### src/design/csn_pkg.sv
// Shared types and constants for the calibrated sensor normalizer.
package csn_pkg;

    // Field widths fixed by the item format
    localparam int unsigned CMD_W   = 2;
    localparam int unsigned CHAN_W  = 4;
    localparam int unsigned VAL_W   = 12;
    localparam int unsigned PROD_W  = 2 * VAL_W;
    localparam int unsigned APB_DW  = 32;
    localparam int unsigned APB_AW  = 3;

    // Command codes on the input channel
    localparam logic [CMD_W-1:0] CMD_CLEAR = 2'd0;
    localparam logic [CMD_W-1:0] CMD_CAL   = 2'd1;
    localparam logic [CMD_W-1:0] CMD_NORM  = 2'd2;

    // Register index of full_scale (taken from paddr[2])
    localparam logic REG_FULL_SCALE = 1'b0;

    // Reset values
    localparam logic [VAL_W-1:0] MAX_RESET   = 12'd0;
    localparam logic [VAL_W-1:0] MIN_RESET   = 12'd1500;
    localparam logic [VAL_W-1:0] SCALE_RESET = 12'd1000;

    // Classified operation handed from front to back
    typedef enum logic [2:0] {
        OP_CLEAR = 3'd0,
        OP_CAL   = 3'd1,
        OP_NORM  = 3'd2,
        OP_NOP   = 3'd3,
        OP_RANGE = 3'd4
    } t_op;

    typedef struct packed {
        logic [CMD_W-1:0]  cmd;
        logic [CHAN_W-1:0] channel;
        logic [VAL_W-1:0]  sample;
    } t_in;

    typedef struct packed {
        logic [CHAN_W-1:0] out_channel;
        logic [VAL_W-1:0]  level;
        logic              flat_range;
        logic [VAL_W-1:0]  cal_max;
        logic [VAL_W-1:0]  cal_min;
    } t_out;

    typedef struct packed {
        t_op               op;
        logic [CHAN_W-1:0] channel;
        logic [VAL_W-1:0]  sample;
    } t_job;

endpackage

### src/design/csn_front.sv
// Front end: accepts input transactions, classifies them and pushes jobs.
module csn_front #(
    parameter int unsigned CHAN_COUNT  = 14,
    parameter int unsigned SAMPLE_BITS = 12
) (
    input  logic          i_in_valid,
    input  csn_pkg::t_in  i_in_data,
    input  logic          i_full,
    output logic          o_in_stall,
    output logic          o_push,
    output csn_pkg::t_job o_job
);

    localparam logic [csn_pkg::VAL_W-1:0] SAMPLE_MASK =
        csn_pkg::VAL_W'((32'd1 << SAMPLE_BITS) - 32'd1);

    logic w_in_range;

    // Stall while the job queue has no room
    assign o_in_stall = i_full;
    assign o_push     = i_in_valid && !i_full;

    assign w_in_range = ({28'd0, i_in_data.channel} < 32'(CHAN_COUNT));

    // Decode the command into an operation for the back end
    always_comb begin
        o_job.channel = i_in_data.channel;
        o_job.sample  = i_in_data.sample & SAMPLE_MASK;
        if (!w_in_range) begin
            o_job.op = csn_pkg::OP_RANGE;
        end else begin
            unique case (i_in_data.cmd)
                csn_pkg::CMD_CLEAR: o_job.op = csn_pkg::OP_CLEAR;
                csn_pkg::CMD_CAL:   o_job.op = csn_pkg::OP_CAL;
                csn_pkg::CMD_NORM:  o_job.op = csn_pkg::OP_NORM;
                default:            o_job.op = csn_pkg::OP_NOP;
            endcase
        end
    end

endmodule

### src/design/csn_queue.sv
// Two-entry job queue between the front and back ends.
module csn_queue (
    input  logic          i_clk,
    input  logic          i_rst_n,
    input  logic          i_push,
    input  csn_pkg::t_job i_job,
    input  logic          i_pop,
    output logic          o_full,
    output logic          o_valid,
    output csn_pkg::t_job o_job
);

    csn_pkg::t_job r_mem [2];
    logic          r_wr_ptr;
    logic          r_rd_ptr;
    logic [1:0]    r_count;
    logic          w_push;
    logic          w_pop;

    assign o_full  = (r_count == 2'd2);
    assign o_valid = (r_count != 2'd0);
    assign o_job   = r_mem[r_rd_ptr];
    assign w_push  = i_push && !o_full;
    assign w_pop   = i_pop && o_valid;

    // Advance pointers and occupancy
    always_ff @(posedge i_clk) begin
        if (!i_rst_n) begin
            r_wr_ptr <= 1'b0;
            r_rd_ptr <= 1'b0;
            r_count  <= 2'd0;
        end else begin
            if (w_push) r_wr_ptr <= !r_wr_ptr;
            if (w_pop)  r_rd_ptr <= !r_rd_ptr;
            if (w_push && !w_pop)      r_count <= r_count + 2'd1;
            else if (w_pop && !w_push) r_count <= r_count - 2'd1;
        end
    end

    // Store the pushed job
    always_ff @(posedge i_clk) begin
        if (w_push) r_mem[r_wr_ptr] <= i_job;
    end

endmodule

### src/design/csn_back.sv
// Back end: calibration tables, normalize datapath with radix-4 divider, output register.
module csn_back #(
    parameter int unsigned CHAN_COUNT = 14
) (
    input  logic                       i_clk,
    input  logic                       i_rst_n,
    input  logic [csn_pkg::VAL_W-1:0]  i_full_scale,
    input  logic                       i_job_valid,
    input  csn_pkg::t_job              i_job,
    output logic                       o_pop,
    output logic                       o_out_valid,
    input  logic                       i_out_stall,
    output csn_pkg::t_out              o_out_data
);

    localparam int unsigned STORE_DEPTH = (CHAN_COUNT > 16) ? 16 : CHAN_COUNT;
    localparam int unsigned IDX_W       = (STORE_DEPTH > 1) ? $clog2(STORE_DEPTH) : 1;
    localparam int unsigned VW          = csn_pkg::VAL_W;
    localparam int unsigned PW          = csn_pkg::PROD_W;
    localparam int unsigned DIV_STEPS   = PW / 2;
    localparam int unsigned CNT_W       = $clog2(DIV_STEPS);

    typedef enum logic [3:0] {
        S_IDLE = 4'b0001,
        S_MUL  = 4'b0010,
        S_DIV  = 4'b0100,
        S_DONE = 4'b1000
    } t_state;

    t_state          r_state;
    t_state          n_state;
    logic [VW-1:0]   r_track_max [STORE_DEPTH];
    logic [VW-1:0]   r_track_min [STORE_DEPTH];
    logic [CNT_W-1:0] r_cnt;
    logic            r_out_valid;
    csn_pkg::t_out   r_out;

    logic [csn_pkg::CHAN_W-1:0] r_ch;
    logic [VW-1:0]   r_hi;
    logic [VW-1:0]   r_lo;
    logic [VW-1:0]   r_diff;
    logic [VW-1:0]   r_den;
    logic [VW-1:0]   r_scale;
    logic [PW-1:0]   r_num;
    logic [VW-1:0]   r_rem;
    logic [PW-1:0]   r_quo;

    logic            w_out_free;
    logic            w_pop;
    logic            w_load;
    logic            w_start_div;
    logic            w_wr_track;
    logic [IDX_W-1:0] w_idx;
    logic [VW-1:0]   w_hi;
    logic [VW-1:0]   w_lo;
    logic [VW-1:0]   w_s;
    logic [VW-1:0]   w_new_hi;
    logic [VW-1:0]   w_new_lo;
    logic            w_up;
    logic            w_pos;
    logic [VW-1:0]   w_diff;
    logic [VW-1:0]   w_den;
    csn_pkg::t_out   w_out;
    logic [VW:0]     w_t1;
    logic [VW:0]     w_t2;
    logic            w_b1;
    logic            w_b2;
    logic [VW-1:0]   w_rem1;
    logic [VW-1:0]   w_rem2;
    logic [VW-1:0]   w_level;

    assign w_out_free  = !r_out_valid || !i_out_stall;
    assign w_pop       = (r_state == S_IDLE) && i_job_valid && w_out_free;
    assign o_pop       = w_pop;
    assign o_out_valid = r_out_valid;
    assign o_out_data  = r_out;

    // Read the channel's tracked range
    assign w_idx = i_job.channel[IDX_W-1:0];
    assign w_hi  = r_track_max[w_idx];
    assign w_lo  = r_track_min[w_idx];
    assign w_s   = i_job.sample;

    // Calibrate: widen the range independently on each side
    assign w_new_hi = (w_s > w_hi) ? w_s : w_hi;
    assign w_new_lo = (w_s < w_lo) ? w_s : w_lo;

    // Normalize setup: fold the sign so the divider sees magnitudes only
    assign w_up   = (w_hi > w_lo);
    assign w_pos  = w_up ? (w_s > w_lo) : (w_s < w_lo);
    assign w_diff = w_up ? (w_s - w_lo) : (w_lo - w_s);
    assign w_den  = w_up ? (w_hi - w_lo) : (w_lo - w_hi);

    // Build the immediate result for the job at the head of the queue
    always_comb begin
        w_out             = '0;
        w_out.out_channel = i_job.channel;
        w_start_div       = 1'b0;
        w_wr_track        = 1'b0;
        case (i_job.op)
            csn_pkg::OP_CLEAR: begin
                w_wr_track    = 1'b1;
                w_out.cal_max = csn_pkg::MAX_RESET;
                w_out.cal_min = csn_pkg::MIN_RESET;
            end
            csn_pkg::OP_CAL: begin
                w_wr_track    = 1'b1;
                w_out.cal_max = w_new_hi;
                w_out.cal_min = w_new_lo;
            end
            csn_pkg::OP_NORM: begin
                w_out.cal_max = w_hi;
                w_out.cal_min = w_lo;
                if (w_hi == w_lo) begin
                    w_out.flat_range = 1'b1;
                    w_out.level      = (w_s > w_lo) ? i_full_scale : '0;
                end else if (w_pos) begin
                    w_start_div = 1'b1;
                end
            end
            csn_pkg::OP_NOP: begin
                w_out.cal_max = w_hi;
                w_out.cal_min = w_lo;
            end
            default: begin
                w_out.cal_max = '0;
                w_out.cal_min = '0;
            end
        endcase
    end

    // Two restoring division steps per cycle
    assign w_t1   = {r_rem, r_num[PW-1]};
    assign w_b1   = (w_t1 >= {1'b0, r_den});
    assign w_rem1 = w_b1 ? VW'(w_t1 - {1'b0, r_den}) : w_t1[VW-1:0];
    assign w_t2   = {w_rem1, r_num[PW-2]};
    assign w_b2   = (w_t2 >= {1'b0, r_den});
    assign w_rem2 = w_b2 ? VW'(w_t2 - {1'b0, r_den}) : w_t2[VW-1:0];

    // Clamp the quotient to full scale
    assign w_level = (r_quo > {{(PW-VW){1'b0}}, r_scale}) ? r_scale : r_quo[VW-1:0];

    assign w_load = (w_pop && !w_start_div) || ((r_state == S_DONE) && w_out_free);

    // Sequence a normalize through multiply and divide
    always_comb begin
        n_state = r_state;
        unique case (r_state)
            S_IDLE: if (w_pop && w_start_div) n_state = S_MUL;
            S_MUL:  n_state = S_DIV;
            S_DIV:  if (r_cnt == CNT_W'(DIV_STEPS - 1)) n_state = S_DONE;
            S_DONE: if (w_out_free) n_state = S_IDLE;
            default: n_state = S_IDLE;
        endcase
    end

    // Control state and calibration tables
    always_ff @(posedge i_clk) begin
        if (!i_rst_n) begin
            r_state     <= S_IDLE;
            r_cnt       <= '0;
            r_out_valid <= 1'b0;
            for (int i = 0; i < STORE_DEPTH; i++) begin
                r_track_max[i] <= csn_pkg::MAX_RESET;
                r_track_min[i] <= csn_pkg::MIN_RESET;
            end
        end else begin
            r_state <= n_state;
            if (r_state == S_MUL)      r_cnt <= '0;
            else if (r_state == S_DIV) r_cnt <= r_cnt + CNT_W'(1);
            if (w_load)                r_out_valid <= 1'b1;
            else if (!i_out_stall)     r_out_valid <= 1'b0;
            if (w_pop && w_wr_track) begin
                r_track_max[w_idx] <= w_out.cal_max;
                r_track_min[w_idx] <= w_out.cal_min;
            end
        end
    end

    // Datapath registers
    always_ff @(posedge i_clk) begin
        if (w_pop) begin
            r_ch    <= i_job.channel;
            r_hi    <= w_hi;
            r_lo    <= w_lo;
            r_diff  <= w_diff;
            r_den   <= w_den;
            r_scale <= i_full_scale;
        end
        if (r_state == S_MUL) begin
            r_num <= PW'(r_diff) * PW'(r_scale);
            r_rem <= '0;
        end else if (r_state == S_DIV) begin
            r_num <= {r_num[PW-3:0], 2'b00};
            r_rem <= w_rem2;
            r_quo <= {r_quo[PW-3:0], w_b1, w_b2};
        end
        if (w_pop && !w_start_div) begin
            r_out <= w_out;
        end else if ((r_state == S_DONE) && w_out_free) begin
            r_out.out_channel <= r_ch;
            r_out.level       <= w_level;
            r_out.flat_range  <= 1'b0;
            r_out.cal_max     <= r_hi;
            r_out.cal_min     <= r_lo;
        end
    end

endmodule

### src/design/calibrated_sensor_normalizer.sv
// Top level: APB register, front end, job queue and back end of the normalizer.
// Path: clear, calibrate and trivial normalize pass through the queue entry and the output register;
// a normalize that divides passes queue, setup, multiply, 12 radix-4 divider steps and clamp.
// Flow: up to one item per cycle for non-dividing jobs while the output is not stalled; the
// iterative divider in the back end takes no new job until a dividing normalize is done.
// Reset (synchronous, active low): maxima to 0, minima to 1500, full_scale to 1000, queue empty.
module calibrated_sensor_normalizer #(
    parameter int unsigned MAIN_CHANNELS = 12,
    parameter int unsigned SIDE_CHANNELS = 2,
    parameter int unsigned SAMPLE_BITS   = 12
) (
    input  logic                          i_clk,
    input  logic                          i_rst_n,
    input  logic                          i_in_valid,
    output logic                          o_in_stall,
    input  csn_pkg::t_in                  i_in_data,
    output logic                          o_out_valid,
    input  logic                          i_out_stall,
    output csn_pkg::t_out                 o_out_data,
    input  logic                          psel,
    input  logic                          penable,
    input  logic                          pwrite,
    input  logic [csn_pkg::APB_AW-1:0]    paddr,
    input  logic [csn_pkg::APB_DW-1:0]    pwdata,
    output logic [csn_pkg::APB_DW-1:0]    prdata,
    output logic                          pready
);

    localparam int unsigned CHAN_COUNT = MAIN_CHANNELS + SIDE_CHANNELS;

    logic [csn_pkg::VAL_W-1:0] r_full_scale;
    logic                      w_sel_scale;
    logic                      w_full;
    logic                      w_push;
    logic                      w_pop;
    logic                      w_job_valid;
    csn_pkg::t_job             w_job_in;
    csn_pkg::t_job             w_job_out;

    // Register decode: word index from paddr[2]
    assign pready      = 1'b1;
    assign w_sel_scale = (paddr[2] == csn_pkg::REG_FULL_SCALE);
    assign prdata      = w_sel_scale ?
        {{(csn_pkg::APB_DW-csn_pkg::VAL_W){1'b0}}, r_full_scale} : '0;

    // Write full_scale on the access phase
    always_ff @(posedge i_clk) begin
        if (!i_rst_n) begin
            r_full_scale <= csn_pkg::SCALE_RESET;
        end else if (psel && penable && pwrite && pready && w_sel_scale) begin
            r_full_scale <= pwdata[csn_pkg::VAL_W-1:0];
        end
    end

    csn_front #(
        .CHAN_COUNT  (CHAN_COUNT),
        .SAMPLE_BITS (SAMPLE_BITS)
    ) u_front (
        .i_in_valid (i_in_valid),
        .i_in_data  (i_in_data),
        .i_full     (w_full),
        .o_in_stall (o_in_stall),
        .o_push     (w_push),
        .o_job      (w_job_in)
    );

    csn_queue u_queue (
        .i_clk   (i_clk),
        .i_rst_n (i_rst_n),
        .i_push  (w_push),
        .i_job   (w_job_in),
        .i_pop   (w_pop),
        .o_full  (w_full),
        .o_valid (w_job_valid),
        .o_job   (w_job_out)
    );

    csn_back #(
        .CHAN_COUNT (CHAN_COUNT)
    ) u_back (
        .i_clk        (i_clk),
        .i_rst_n      (i_rst_n),
        .i_full_scale (r_full_scale),
        .i_job_valid  (w_job_valid),
        .i_job        (w_job_out),
        .o_pop        (w_pop),
        .o_out_valid  (o_out_valid),
        .i_out_stall  (i_out_stall),
        .o_out_data   (o_out_data)
    );

endmodule

### config.mk
export PLATFORM = sky130hd
export DESIGN_NAME = calibrated_sensor_normalizer
export DESIGN_NICKNAME = d
export VERILOG_FILES = /design/src/design/csn_pkg.sv /design/src/design/csn_front.sv /design/src/design/csn_queue.sv /design/src/design/csn_back.sv /design/src/design/calibrated_sensor_normalizer.sv
export SDC_FILE = /design/constraint.sdc
export NUM_CORES = 1
export LEC_CHECK = 0
export ABC_AREA = 1
export BUFFER_PORTS_ARGS = -buffer_cell sky130_fd_sc_hd__buf_2
export CORE_UTILIZATION = 30
export DETAILED_ROUTE_END_ITERATION = 6
export SLEW_MARGIN = 30
export SYNTH_ARGS = -nofsm -noshare
export SYNTH_HDL_FRONTEND = slang
export SYNTH_SLANG_ARGS = --single-unit
### constraint.sdc
create_clock -name i_clk -period 6 [get_ports i_clk]
set_input_delay 0 -clock i_clk [delete_from_list [all_inputs] [get_ports i_clk]]
set_output_delay 0 -clock i_clk [all_outputs]
set_load 0.03 [all_outputs]
# Word-level counts from Yosys, hierarchy flattened
# Memory sizes are Yosys's and may differ from the RTL's. A register that Yosys moved wholly into a read port is not among the register bits.
# Index checks and enable logic that the tools add are counted.
word_totals:
  elab_cells: 143
  ff_bits: 190
  mem_bits_rw: 374
  n_memories: 3
mem_list:
  columns: ["memory", "words", "width", "rd", "rd_ports_with_merged_regs", "write_ports", "line_no", "source"]
  rows:
  - ["u_back.r_track_max", 14, 12, 1, 0, 14, "csn_back.sv:32", "logic [VW-1:0] r_track_max [STORE_DEPTH];"]
  - ["u_back.r_track_min", 14, 12, 1, 0, 14, "csn_back.sv:33", "logic [VW-1:0] r_track_min [STORE_DEPTH];"]
  - ["u_queue.r_mem", 2, 19, 1, 1, 1, "csn_queue.sv:13", "csn_pkg::t_job r_mem [2];"]
classes:
  muxes: 45
  n_mul: 1
  addsub: 9
  order_cmp: 8
  n_bitwise: 3
  n_eq_ne: 16
  reduce_logical: 37
op_table:
  columns: ["cell", "count"]
  rows:
  - ["$mux 12", 11]
  - ["$mux 41", 2]
  - ["$pmux 24 s3", 1]
  - ["$sub 12x12->12", 6]
  - ["$mux 24", 2]
  - ["$gt 12x12->1", 3]
  - ["$ge 13x12->1", 2]
  - ["$mux 13", 2]
  - ["$gt 24x12->1", 1]
  - ["$mul 12x12->24", 1]
  - ["$reduce_or 12->1", 2]
  - ["$mux 4", 5]
  - ["$mux 1", 17]
  - ["$pmux 4 s4", 1]
  - ["$logic_and 1x1->1", 14]
  - ["$eq 12x12->1", 1]
  - ["$lt 12x12->1", 1]
  - ["$eq 4x4->1 const B", 2]
  - ["$logic_not 1->1", 8]
  - ["$reduce_bool 2->1", 4]
  - ["$eq 3x2->1 const B", 2]
  - ["$ne 2x1->1 const B", 3]
  - ["$pmux 2 s3", 1]
  - ["$reduce_or 2->1", 3]
  - ["other kinds (19)", 24]

# Depth between registers and ports, before layout
# An unclocked memory read counts as a cell.
depth:
  depth_word: 10
  ltp_mapped: 31
  depth_no_buf: 26

# Modules after synthesis
# A second synthesis with hierarchy kept.
unflattened:
  hier_cells: 3576
  hier_area_um2: 35022.3
modules_own_cells:
  columns: ["module", "area_each_um2", "cells_each", "instances", "seq_area_each_um2"]
  rows:
  - ["csn_back", 32438.6, 3337, 1, 16545.9]
  - ["csn_queue", 1669.1, 96, 1, 1241.2]
  - ["calibrated_sensor_normalizer", 750.7, 118, 1, 240.2]
  - ["csn_front", 163.9, 25, 1, 0.0]

# Least setup slack after synthesis
# OpenSTA, ideal clock, no wires.
synth_path:
  kind: "flip-flop to flip-flop"
  from: "register with a tool-made name"
  to: "register u_back.r_out, in the netlist u_back.o_out_data[0], enable pin"
  n_path_buf: 5
  path_stages_with_launch: 24
  t_arrival_ps: 4682
  setup_time_ps: 445
  path_slack_ps: 873
  t_required_ps: 5555
  path_cell_list: "dfxtp_1 buf_4 nand2_1 nand2_2 nor2_4 buf_2 buf_4 nand2_1 nand4_1 nand2_1 nand2_1 inv_1 nand2_2 ha_1 fa_1 o21ai_0 nand3_1 nand3_1 nand2_1 nand3_1 nand2_1 buf_2 buf_2 o21ai_1"
synth_lines:
  columns: ["item", "line_no", "source"]
  rows:
  - ["end signal: assignment", "csn_back.sv:199", "r_out <= w_out;"]
  - ["end: declaration", "csn_back.sv:36", "csn_pkg::t_out r_out;"]

# Worst setup path after layout
layout_path:
  from: "register u_back.r_scale[5]"
  to: "register u_back.r_num[17] (data pin)"
layout_between:
  elab_chain_len: 2
layout_rtl:
  columns: ["item", "line_no", "source"]
  rows:
  - ["start: declaration", "csn_back.sv:43", "logic [VW-1:0] r_scale;"]
  - ["start signal: assignment", "csn_back.sv:188", "r_scale <= i_full_scale;"]
  - ["$mul 12x12->24", "csn_back.sv:191", "r_num <= PW'(r_diff) * PW'(r_scale);"]
  - ["$mux 24", "csn_back.sv:190", "if (r_state == S_MUL) begin"]
  - ["end signal: assignment", "csn_back.sv:191", null]
  - ["end signal: assignment", "csn_back.sv:194", "r_num <= {r_num[PW-3:0], 2'b00};"]
  - ["end: declaration", "csn_back.sv:44", "logic [PW-1:0] r_num;"]
# No other way between the ends.
# A chain may end at the register's enable or synchronous reset.

==> results.md <==
* Layout Area Growth over Synthesis at 13.53%
* Worst-path maximum fanout at 13
* H-tree depth at 3
* Remaining global-route overflow at 0
* Std-Cell Rows at about 130
* Placed instance count at 5506
* Clock Path Buffers at 3
* Hold WC Path Type: input port to flip-flop
* Synthesized instance count at approximately 4000
* Remaining antenna violation count at 0
* Layout Nets at 4405
* Register area share after synthesis at between 50% and 60%
* Hpwl dp at 71650 microns
* Initial antenna violation count at 5
* Initial DRC count at about 2300
* Relative slew slack at 34.64%
* Pins Over Slew Limit at 0
* Num CTS Buffers at 70
* CTS tree: done
* Tot GR Track Use at roughly 16%
* Crit path DAT at 5900 ps
* Worst setup SP type: flip-flop
* Vias in the first global route at 26060
* Via count at about 27000
* Syn Area/Cell at ~8.9 sq um
* Placer congestion estimate at 0.9149
* First-pass GRT wire length at 153700 microns
* Core area at 117900 sq um
* Fin area at 40450 sq um
* Fin util at 34.30%
* Pin slew with the least headroom to its limit at 978.0 ps
* Share of cells above drive strength 1 at 9.720%
* Resize count post-CTS at 0
* Post-synthesis register bit count at approximately 610
* Yosys cell types at between 40 and 50
* Synth warnings at 0
* Setup-failing EPs final at 0
* Clock-pin slew on the worst setup and hold paths at 60 ps
* Final Hold Fails at 0
* Period utilization at 92.14%
* # clock sinks at 613
* Clock Skews at around 26 ps
* RSZ-0062 raised after global routing: no
* Remaining DRCs at 0
* Worst-Skew Late Latency at 640 ps
* Status: finished clean
* Root Driver: clkbuf_16
* Largest net degree at the start of global routing at between 60 and 70
* Min Tclk post-route at 5528 ps
* Die width at 346.6 microns
* Maxcap violations at 0
* PortBufs at 92
* Post-Syn Area at ~36000 sq um
* Number of synthesized flops with an enable pin at 575
* CP Capture Type: flip-flop
* Hold path depth at 4
* R2R depth at 17
* # IOs at ~140
* Drt total wl at 100000 microns
* Crit Path Category: flip-flop to flip-flop
* FFs w/ async S/R, synth at 0%
* Routed WL per cell at 17.63 microns
* Initial Util at 30.21%
* Worst path required time at 6380 ps
* Final setup TNS at 0 ps
* Placed cell areas at 37660 sq um
* Die H at 346.6 microns
* Die Area at roughly 120000 sq um
* Fmax at 0.1809 GHz
* Avg Vias per Cell at 4.707
* Main synth FF type: edfxtp_1
* Finished Layout Cells at 5673
* Initial DRT Pass Iterations at 5
layer usage:
metal | wire length, microns | vias to the layer above | part of all wire (%) | GRT usage, %
met5 | 0 | - | 0 | 0
met4 | 1941 | 0 | 1.9 | 3.847
met3 | 5478 | 111 | 5.5 | 1.843
met2 | 48530 | 765 | 49 | 28.37
met1 | 44050 | 12850 | 44 | 22.10
li1 | - | 12970 | - | -
Yosys cell counts, types with 26 or more instances:
cell type	count	share of area, %
a21oi_1	102	1.4
buf_2	45	0.63
buf_4	39	0.82
clkbuf_1	79	0.83
dfxtp_1	38	2.1
edfxtp_1	575	48
fa_1	106	6.0
ha_1	158	5.5
inv_1	442	4.7
inv_2	46	0.48
nand2_1	1397	15
nand2_2	26	0.46
nand3_1	111	1.6
nand4_1	127	2.2
nor2_1	387	4.1
o21ai_0	99	1.4
xor2_1	29	0.71
repair_timing:
action	4_1_cts	5_1_grt
setup buffers	0	0
hold endpoints to repair	56	0
hold buffers	39	0
cells in the final DEF (no fill, tap or decap), drive strengths merged, types with 9 or more instances in the layout:
master,n
buf,160
fa,106
xnor2,21
bufinv,9
nand3,112
a21oi,102
xor2,29
nand2,1427
o211ai,10
o21ai,110
edfxtp,575
or2,21
conb,21
ha,158
nor3,10
dfxtp,38
clkinv,33
dlygate4sd3,39
inv,492
nand4,127
clkbuf,80
nor2,409
registers in the layout (all words and copies together), names as in the netlist, 12 cells and up, named ones only:
| register | count |
|---|---|
| u_back.r_hi | 12 |
| u_back.r_den | 12 |
| r_full_scale | 12 |
| u_back.r_num | 24 |
| u_queue.r_mem | 38 |
| u_back.r_diff | 12 |
| u_back.r_track_min | 192 |
| u_back.r_track_max | 192 |
| u_back.r_quo | 24 |
| u_back.r_scale | 12 |
| u_back.r_lo | 12 |
| u_back.o_out_data | 41 |
| u_back.r_rem | 12 |
stage by stage:
stage / hold slack (ps) / setup slack, ps
after detailed placement: 192.3 / 483.2
after CTS: 52.80 / 468.4
after floorplan: 98.87 / 873.3
after global routing: 92.13 / 214.0
final: 75.33 / 471.9
after global placement: 189.0 / 598.0
final cells by class:
class                   instances  area, sq um
well taps                    1536         1922
clock inverters                47        575.6
clock buffers                  80         1821
multi-input cells            2707        14820
diodes                          1        2.502
fillers                     12060        77470
flip-flops and latches        613        18030
inverters                     490         1841
repair buffers                199         1440
critical path, stage by stage, from the launching register on:
cell	delay, ps
edfxtp_1	660
nand2_1	170
fa_1	560
inv_1	60
fa_1	520
fa_1	450
fa_1	580
inv_1	70
fa_1	570
inv_1	60
ha_1	380
a21oi_1	230
o21ai_0	130
a21oi_1	260
o21ai_0	170
or2_2	300
nand3_1	70
nand2_1	50
cells by family (layout without fill, tap and decap cells):
| kind of cell | Yosys count | count (layout) | share of synthesized area (%) |
|---|---|---|---|
| buffers and inverters | 680 | 816 | 8.133 |
| multiplexers | 2 | 2 | 0.05619 |
| flip-flops | 613 | 613 | 50.60 |
| AND/OR/NAND/NOR | 2113 | 2113 | 24.51 |
| XOR/XNOR | 50 | 50 | 1.229 |
| adder cells (fa/ha/maj) | 264 | 264 | 11.50 |
| AO/OA/AOI/OAI | 257 | 257 | 3.951 |
| other | 2 | 22 | 0.02108 |
final timing paths:
check,from,end,slack [ps]
worst min-delay path,pwrite,r_full_scale[7],80
worst min register to register,u_back.r_quo[15],u_back.r_quo[17],450
worst max register to register,u_back.r_scale[5],u_back.r_num[17],470
worst max-delay path,u_back.r_scale[5],u_back.r_num[17],470
Power is not shown: default switching activity piles up to over one toggle a cycle in this logic, so the estimate is an artifact.
